## config.mk

```make
export PLATFORM = sky130hd
export DESIGN_NAME = sha256_byte_stream_hasher_unit_flat
export DESIGN_NICKNAME = d
export VERILOG_FILES = /design/src/hw/rtl/shabsh_pkg.sv /design/src/hw/rtl/shabsh_ifs.sv /design/src/hw/rtl/sha256_byte_stream_hasher_unit.sv /design/src/flat_wrapper.sv
export SDC_FILE = /design/constraint.sdc
export NUM_CORES = 2
export LEC_CHECK = 0
export BUFFER_PORTS_ARGS = -buffer_cell sky130_fd_sc_hd__buf_2
export CAP_MARGIN = 20
export CORE_UTILIZATION = 28
export CTS_CLUSTER_SIZE = 14
export DETAILED_ROUTE_END_ITERATION = 8
export HOLD_SLACK_MARGIN = 0.12
export PLACE_DENSITY = 0.47
export SLEW_MARGIN = 30
export SYNTH_ARGS = -nofsm -noshare
export SYNTH_HDL_FRONTEND = slang
export SYNTH_SLANG_ARGS = --single-unit
```

## constraint.sdc

```tcl
create_clock -name clock -period 15.3 [get_ports clock]
set_clock_uncertainty 0.05 [all_clocks]
set_input_delay 1.53 -clock clock [delete_from_list [all_inputs] [get_ports clock]]
set_output_delay 1.53 -clock clock [all_outputs]
set_load 0.05 [all_outputs]
```

## src/hw/rtl/shabsh_pkg.sv

```systemverilog
// SHA-256 byte stream hasher: shared types and constants.
// Round constants and initial hash values. No dependencies.
`timescale 1ns / 1ps
`default_nettype none

package shabsh_pkg;

   typedef logic [31:0] word_type;
   typedef logic [7:0]  byte_type;

   localparam int unsigned NUM_ROUNDS  = 64;
   localparam int unsigned NUM_HASH    = 8;
   localparam int unsigned BLOCK_WORDS = 16;

   localparam byte_type   PAD_BYTE  = 8'h80;
   localparam logic [5:0] PAD_FILL  = 6'd56;
   localparam logic [5:0] FILL_LAST = 6'd63;

   localparam word_type ROUND_K [NUM_ROUNDS] = '{
      32'h428a2f98, 32'h71374491, 32'hb5c0fbcf, 32'he9b5dba5,
      32'h3956c25b, 32'h59f111f1, 32'h923f82a4, 32'hab1c5ed5,
      32'hd807aa98, 32'h12835b01, 32'h243185be, 32'h550c7dc3,
      32'h72be5d74, 32'h80deb1fe, 32'h9bdc06a7, 32'hc19bf174,
      32'he49b69c1, 32'hefbe4786, 32'h0fc19dc6, 32'h240ca1cc,
      32'h2de92c6f, 32'h4a7484aa, 32'h5cb0a9dc, 32'h76f988da,
      32'h983e5152, 32'ha831c66d, 32'hb00327c8, 32'hbf597fc7,
      32'hc6e00bf3, 32'hd5a79147, 32'h06ca6351, 32'h14292967,
      32'h27b70a85, 32'h2e1b2138, 32'h4d2c6dfc, 32'h53380d13,
      32'h650a7354, 32'h766a0abb, 32'h81c2c92e, 32'h92722c85,
      32'ha2bfe8a1, 32'ha81a664b, 32'hc24b8b70, 32'hc76c51a3,
      32'hd192e819, 32'hd6990624, 32'hf40e3585, 32'h106aa070,
      32'h19a4c116, 32'h1e376c08, 32'h2748774c, 32'h34b0bcb5,
      32'h391c0cb3, 32'h4ed8aa4a, 32'h5b9cca4f, 32'h682e6ff3,
      32'h748f82ee, 32'h78a5636f, 32'h84c87814, 32'h8cc70208,
      32'h90befffa, 32'ha4506ceb, 32'hbef9a3f7, 32'hc67178f2
   };

   localparam word_type HASH_INIT [NUM_HASH] = '{
      32'h6a09e667, 32'hbb67ae85, 32'h3c6ef372, 32'ha54ff53a,
      32'h510e527f, 32'h9b05688c, 32'h1f83d9ab, 32'h5be0cd19
   };

endpackage

`default_nettype wire

```

## src/hw/rtl/shabsh_ifs.sv

```systemverilog
// Valid/ready channel interfaces for the byte stream hasher.
// Request carries message bytes, response carries digest words. Uses shabsh_pkg.
`timescale 1ns / 1ps
`default_nettype none

interface shabsh_req_if;
   import shabsh_pkg::*;

   logic     valid;
   logic     ready;
   byte_type data_byte;
   logic     has_byte;
   logic     last;

   modport source (output valid, output data_byte, output has_byte, output last,
                   input ready);
   modport sink   (input valid, input data_byte, input has_byte, input last,
                   output ready);
endinterface

interface shabsh_rsp_if;
   import shabsh_pkg::*;

   logic       valid;
   logic       ready;
   word_type   digest_word;
   logic [2:0] word_index;
   logic       final_word;

   modport source (output valid, output digest_word, output word_index,
                   output final_word, input ready);
   modport sink   (input valid, input digest_word, input word_index,
                   input final_word, output ready);
endinterface

`default_nettype wire

```

## src/hw/rtl/sha256_byte_stream_hasher_unit.sv

```systemverilog
// SHA-256 over a byte stream: one round unit reused 64 times per block.
// A byte goes into the block buffer; a full block then runs the rounds and the hash update.
// A last word adds the padding bytes (9 to 72), their rounds, then 8 words out.
// New bytes are accepted only while idle, not while the single round unit works or digest words go out.
// Reset (synchronous, active high): initial hash values, zero length and fill, idle.
`timescale 1ns / 1ps
`default_nettype none

module sha256_byte_stream_hasher_unit (
   input  wire logic         clock,
   input  wire logic         reset,
   shabsh_req_if.sink        req_chan,
   shabsh_rsp_if.source      rsp_chan
);
   import shabsh_pkg::*;

   typedef enum logic [2:0] {
      ST_IDLE,
      ST_ROUND,
      ST_UPDATE,
      ST_PAD,
      ST_EMIT
   } state_type;

   function automatic word_type ror(input word_type x, input int unsigned n);
      ror = (x >> n) | (x << (32 - n));
   endfunction

   state_type   state_ff, state_in;
   word_type    hash_ff [NUM_HASH];
   word_type    hash_in [NUM_HASH];
   word_type    v_ff [NUM_HASH];
   word_type    v_in [NUM_HASH];
   word_type    w_ff [BLOCK_WORDS];
   word_type    w_in [BLOCK_WORDS];
   logic [5:0]  fill_ff, fill_in;
   logic [63:0] length_ff, length_in;
   logic [5:0]  rnd_ff, rnd_in;
   logic        fin_ff, fin_in;          // message end seen, padding pending
   logic        sent80_ff, sent80_in;
   logic        lenph_ff, lenph_in;      // emitting length bytes
   logic [2:0]  len_idx_ff, len_idx_in;
   logic        pad_done_ff, pad_done_in;
   logic [2:0]  emit_idx_ff, emit_idx_in;

   logic        push_en;
   byte_type    push_byte;
   word_type    t1, t2, sig0, sig1, ch, maj, s0, s1, w_new;

   assign req_chan.ready       = (state_ff == ST_IDLE);
   assign rsp_chan.valid       = (state_ff == ST_EMIT);
   assign rsp_chan.digest_word = hash_ff[emit_idx_ff];
   assign rsp_chan.word_index  = emit_idx_ff;
   assign rsp_chan.final_word  = (emit_idx_ff == 3'd7);

   // round datapath
   always_comb begin
      sig1  = ror(v_ff[4], 6) ^ ror(v_ff[4], 11) ^ ror(v_ff[4], 25);
      ch    = (v_ff[4] & v_ff[5]) ^ (~v_ff[4] & v_ff[6]);
      t1    = v_ff[7] + sig1 + ch + ROUND_K[rnd_ff] + w_ff[0];
      sig0  = ror(v_ff[0], 2) ^ ror(v_ff[0], 13) ^ ror(v_ff[0], 22);
      maj   = (v_ff[0] & v_ff[1]) ^ (v_ff[0] & v_ff[2]) ^ (v_ff[1] & v_ff[2]);
      t2    = sig0 + maj;
      s0    = ror(w_ff[1], 7) ^ ror(w_ff[1], 18) ^ (w_ff[1] >> 3);
      s1    = ror(w_ff[14], 17) ^ ror(w_ff[14], 19) ^ (w_ff[14] >> 10);
      w_new = w_ff[0] + s0 + w_ff[9] + s1;
   end

   always_comb begin
      state_in    = state_ff;
      hash_in     = hash_ff;
      v_in        = v_ff;
      w_in        = w_ff;
      fill_in     = fill_ff;
      length_in   = length_ff;
      rnd_in      = rnd_ff;
      fin_in      = fin_ff;
      sent80_in   = sent80_ff;
      lenph_in    = lenph_ff;
      len_idx_in  = len_idx_ff;
      pad_done_in = pad_done_ff;
      emit_idx_in = emit_idx_ff;
      push_en     = 1'b0;
      push_byte   = req_chan.data_byte;

      case (state_ff)
         ST_IDLE: begin
            if (req_chan.valid) begin
               if (req_chan.has_byte) begin
                  push_en   = 1'b1;
                  length_in = length_ff + 64'd8;
               end
               if (req_chan.last) begin
                  fin_in   = 1'b1;
                  state_in = ST_PAD;
               end
            end
         end
         ST_PAD: begin
            push_en = 1'b1;
            if (!sent80_ff) begin
               push_byte = PAD_BYTE;
               sent80_in = 1'b1;
            end else if (lenph_ff || fill_ff == PAD_FILL) begin
               // big-endian length, most significant byte first
               push_byte  = length_ff[{~len_idx_ff, 3'b111} -: 8];
               lenph_in   = 1'b1;
               len_idx_in = len_idx_ff + 3'd1;
               if (len_idx_ff == 3'd7) begin
                  pad_done_in = 1'b1;
               end
            end else begin
               push_byte = '0;
            end
         end
         ST_ROUND: begin
            for (int i = 0; i < BLOCK_WORDS - 1; i++) begin
               w_in[i] = w_ff[i + 1];
            end
            w_in[BLOCK_WORDS - 1] = w_new;
            v_in[7] = v_ff[6];
            v_in[6] = v_ff[5];
            v_in[5] = v_ff[4];
            v_in[4] = v_ff[3] + t1;
            v_in[3] = v_ff[2];
            v_in[2] = v_ff[1];
            v_in[1] = v_ff[0];
            v_in[0] = t1 + t2;
            rnd_in  = rnd_ff + 6'd1;
            if (rnd_ff == FILL_LAST) begin
               state_in = ST_UPDATE;
            end
         end
         ST_UPDATE: begin
            for (int i = 0; i < NUM_HASH; i++) begin
               hash_in[i] = hash_ff[i] + v_ff[i];
            end
            if (pad_done_ff) begin
               emit_idx_in = '0;
               state_in    = ST_EMIT;
            end else if (fin_ff) begin
               state_in = ST_PAD;
            end else begin
               state_in = ST_IDLE;
            end
         end
         ST_EMIT: begin
            if (rsp_chan.ready) begin
               emit_idx_in = emit_idx_ff + 3'd1;
               if (emit_idx_ff == 3'd7) begin
                  hash_in     = HASH_INIT;
                  fill_in     = '0;
                  length_in   = '0;
                  fin_in      = 1'b0;
                  sent80_in   = 1'b0;
                  lenph_in    = 1'b0;
                  len_idx_in  = '0;
                  pad_done_in = 1'b0;
                  state_in    = ST_IDLE;
               end
            end
         end
         default: begin
            state_in = ST_IDLE;
         end
      endcase

      // shared byte path into the block buffer; a full block starts the rounds
      if (push_en) begin
         for (int i = 0; i < BLOCK_WORDS - 1; i++) begin
            w_in[i] = {w_ff[i][23:0], w_ff[i + 1][31:24]};
         end
         w_in[BLOCK_WORDS - 1] = {w_ff[BLOCK_WORDS - 1][23:0], push_byte};
         fill_in = fill_ff + 6'd1;
         if (fill_ff == FILL_LAST) begin
            fill_in  = '0;
            v_in     = hash_ff;
            rnd_in   = '0;
            state_in = ST_ROUND;
         end
      end
   end

   always_ff @(posedge clock) begin
      if (reset) begin
         state_ff    <= ST_IDLE;
         hash_ff     <= HASH_INIT;
         fill_ff     <= '0;
         length_ff   <= '0;
         rnd_ff      <= '0;
         fin_ff      <= 1'b0;
         sent80_ff   <= 1'b0;
         lenph_ff    <= 1'b0;
         len_idx_ff  <= '0;
         pad_done_ff <= 1'b0;
         emit_idx_ff <= '0;
      end else begin
         state_ff    <= state_in;
         hash_ff     <= hash_in;
         fill_ff     <= fill_in;
         length_ff   <= length_in;
         rnd_ff      <= rnd_in;
         fin_ff      <= fin_in;
         sent80_ff   <= sent80_in;
         lenph_ff    <= lenph_in;
         len_idx_ff  <= len_idx_in;
         pad_done_ff <= pad_done_in;
         emit_idx_ff <= emit_idx_in;
      end
      v_ff <= v_in;
      w_ff <= w_in;
   end

endmodule

`default_nettype wire

```

## src/flat_wrapper.sv

```systemverilog
// flat-port wrapper written by rule: the top's interface ports become plain ports
module sha256_byte_stream_hasher_unit_flat import shabsh_pkg::*;
  (clock, reset, req_chan_valid, req_chan_data_byte, req_chan_has_byte, req_chan_last, req_chan_ready, rsp_chan_valid, rsp_chan_digest_word, rsp_chan_word_index, rsp_chan_final_word, rsp_chan_ready);
  shabsh_req_if req_chan_i ();
  shabsh_rsp_if rsp_chan_i ();
  input  wire logic clock;
  input  wire logic reset;
  input wire logic [$bits(req_chan_i.valid)-1:0] req_chan_valid;
  input wire logic [$bits(req_chan_i.data_byte)-1:0] req_chan_data_byte;
  input wire logic [$bits(req_chan_i.has_byte)-1:0] req_chan_has_byte;
  input wire logic [$bits(req_chan_i.last)-1:0] req_chan_last;
  output wire logic [$bits(req_chan_i.ready)-1:0] req_chan_ready;
  output wire logic [$bits(rsp_chan_i.valid)-1:0] rsp_chan_valid;
  output wire logic [$bits(rsp_chan_i.digest_word)-1:0] rsp_chan_digest_word;
  output wire logic [$bits(rsp_chan_i.word_index)-1:0] rsp_chan_word_index;
  output wire logic [$bits(rsp_chan_i.final_word)-1:0] rsp_chan_final_word;
  input wire logic [$bits(rsp_chan_i.ready)-1:0] rsp_chan_ready;
  assign req_chan_i.valid = req_chan_valid;
  assign req_chan_i.data_byte = req_chan_data_byte;
  assign req_chan_i.has_byte = req_chan_has_byte;
  assign req_chan_i.last = req_chan_last;
  assign req_chan_ready = req_chan_i.ready;
  assign rsp_chan_valid = rsp_chan_i.valid;
  assign rsp_chan_digest_word = rsp_chan_i.digest_word;
  assign rsp_chan_word_index = rsp_chan_i.word_index;
  assign rsp_chan_final_word = rsp_chan_i.final_word;
  assign rsp_chan_i.ready = rsp_chan_ready;
  sha256_byte_stream_hasher_unit u_core (.clock(clock), .reset(reset), .req_chan(req_chan_i), .rsp_chan(rsp_chan_i));
endmodule
```

==> flow_summary.toml <==
[logic_synthesis]
netlist_instances = 8730
synthFlopType = "dfxtp_1"
synth_edf_count = 512
netlist.top_cell.by_area = "edfxtp_1"
synthTopCellsByCount = "nand2_1 (2264), nor2_1 (638), dfxtp_1 (598), edfxtp_1 (512), a21oi_1 (507)"
synth_most_common_cell = "nand2_1"
synth_seq_cells = 1110
synthArstFlopShare_pct = 0
syn_nets = 9340
synth_top_cell_area_share_pct = 20.8
synth_area_leaders = "edfxtp_1 (21%), dfxtp_1 (16%), nand2_1 (11%), ha_1 (6.8%), fa_1 (5.3%)"
seq_area_frac_synth_pct = 37.0
yosysUniqueCellTypes = 93
synth_area_um2 = 74000
postSynthAreaPerCell_um2 = 8.48
ys_warn_count = 0

[setup_path]
reg2reg_from = "u_core.rnd_ff[0]"
worstSetupStartpointType = "flop"
path_class = "reg2reg"
cp.arrival_ns = 10.84
rrSetupSlack_ns = 5.10
timing.rr.end = "u_core.v_ff[252]"
cp-end-kind = "flop"
crit_fanout = 24
max_stage_delay_ns = 0.85
cp_data_required_time_ns = 15.94
cp_common_cell = "fa_1"
reg2reg_depth = 41
critical_path.slowest_cell = "ha_1"

[sta]
worstMarginPinSlew_ns = 1.05
relSlewSlack_pct = 29.3
slew_viol_final = 0
finalCriticalPeriod_ns = 10.20
min_period_over_period_pct = 66.7
setup_viol = 0
finalHoldViolCount = 0
rsz0062_at_grt = "false"
timing.fmax_mhz = 98.1
setup_tns_ns = 0

[clock_network]
cts_resized = 0
h-tree-depth = 4
clock-sinks = 1110
root_buffer = "clkbuf_16"
cts_tree = "done"
post-cts-setup-buffers = 0
cts_max_path_buffers = 3
cts_buffers = 136
clk-insertion-delay-late_ns = 0.83
clkTransAtPathRegs_ns = 0.06
hold_buffers = 0

[drt]
wl_per_cell_um = 22.2
drc = 0
drt_iter0_markers = 5523
ant_nets = 0
first_pass_iters = 6
viasPerCell = 5.14
wirelength_um = 269000
num_vias = 62200

[global_route]
antenna_found_initial = 9
gr-usage-all-layers_pct = 19.8
grt_pass1_vias = 60500
globalRouteOverflowTotal = 0
grt_pass1_wl_um = 399000
grt_max_degree = 199

[die]
dieArea_um2 = 266000
die_h_um = 516
io_pins = 52
start_util_pct = 28.2
coreArea_um2 = 263000
rows = 188
die_w_um = 516

[flow_run]
cap_violations = 0

[worst_hold_path]
hp-start = "u_core.fin_ff"
whs_endpoint = "u_core.fin_ff"
min_path_cells = 2
hp-class = "reg2reg"

[final_layout]
area_growth_syn_to_layout_pct = 10.7
drive_gt1_share_pct = 6.26
fillers = 27700
seq_area_um2 = 27400
multi_input_area_um2 = 43600
nets = 9088

[placement]
place_hpwl_um = 194000
place_congestion = 0.951
portBuffers = 51

[run_status]
status = "finished clean"
[layout by cell type (no fill, tap or decap), drive strengths merged, types with 177 or more instances in the layout]
master	count
inv	313
a31oi	264
o21ai	413
nor2	639
xnor2	403
fa	195
nand2	2265
ha	401
dfxtp	598
edfxtp	512
xor2	215
clkbuf	190
a21o	177
a21oi	509
[per-stage QoR]
stage	setup WS [ns]	area, um2	hold slack (ns)	std cells	util, %
floorplan	1.36	74000	0.387	8730	-
global placement	5.18	77500	0.402	11900	29.5
detailed placement	5.25	77600	0.402	11900	29.5
CTS	5.20	81900	0.410	12100	31.2
global route	4.41	81900	0.438	12100	31.2
finish	5.10	81900	0.407	12100	31.2
[metal layers]
metal / global-route usage (%) / wire (um)
met1: 26.5 / 121000
met2: 32.2 / 124000
met3: 2.53 / 14000
met4: 7.60 / 10300
met5: 0 / 0
[sequential cells by signal, summed over array words and instances, names as in the netlist]
signal                      count
u_core.w_ff                   512
u_core.len_idx_ff               3
u_core.rsp_chan.word_index      3
u_core.sent80_ff                1
u_core.hash_ff                256
u_core.state_ff                 3
u_core.fin_ff                   1
u_core.length_ff               61
u_core.lenph_ff                 1
u_core.fill_ff                  6
u_core.rnd_ff                   6
u_core.pad_done_ff              1
u_core.v_ff                   256
[worst max-delay path: cells and delay by family (launching register included)]
family                   cells  cell delay [ns]
flip-flops                   1             0.31
AND/OR/NAND/NOR              8             1.38
XOR/XNOR                     2             0.42
adder cells (fa/ha/maj)      8             3.78
AO/OA/AOI/OAI               19             3.37
buffers and inverters        4             0.74
[worst max-delay path by stage]
| stage | start | to | cells past startpoint |
|---|---|---|---|
| 6_report | u_core.rnd_ff[0] | u_core.v_ff[252] | 41 |
| 4_1_cts | u_core.rnd_ff[0] | u_core.v_ff[252] | 41 |
| 5_1_grt | u_core.rnd_ff[0] | u_core.v_ff[252] | 38 |
| 3_5_place_dp | u_core.rnd_ff[0] | u_core.v_ff[252] | 38 |
| 2_1_floorplan | req_chan_valid | u_core.w_ff[0] | 3 |
| 3_3_place_gp | u_core.rnd_ff[0] | u_core.v_ff[254] | 38 |
[cells by family after synthesis]
kind of cell	count (synthesis)	share of synthesized area [%]
multiplexers	171	3.78
buffers and inverters	848	4.31
adder cells (fa/ha/maj)	622	12.4
XOR/XNOR	618	7.31
AO/OA/AOI/OAI	1852	15.6
AND/OR/NAND/NOR	3509	19.6
flip-flops	1110	37.0
[layout make-up]
cell class / count / area share, %
Antenna cell: 3 / 0.00916
Clock buffer: 190 / 4.63
Clock inverter: 55 / 0.638
Inverter: 307 / 1.41
Multi-Input combinational cell: 6772 / 53.2
Sequential cell: 1110 / 33.4
Tap cell: 3515 / 5.37
Timing Repair Buffer: 151 / 1.39
Power is not shown: default switching activity piles up to over one toggle a cycle in this logic, so the estimate is an artifact.
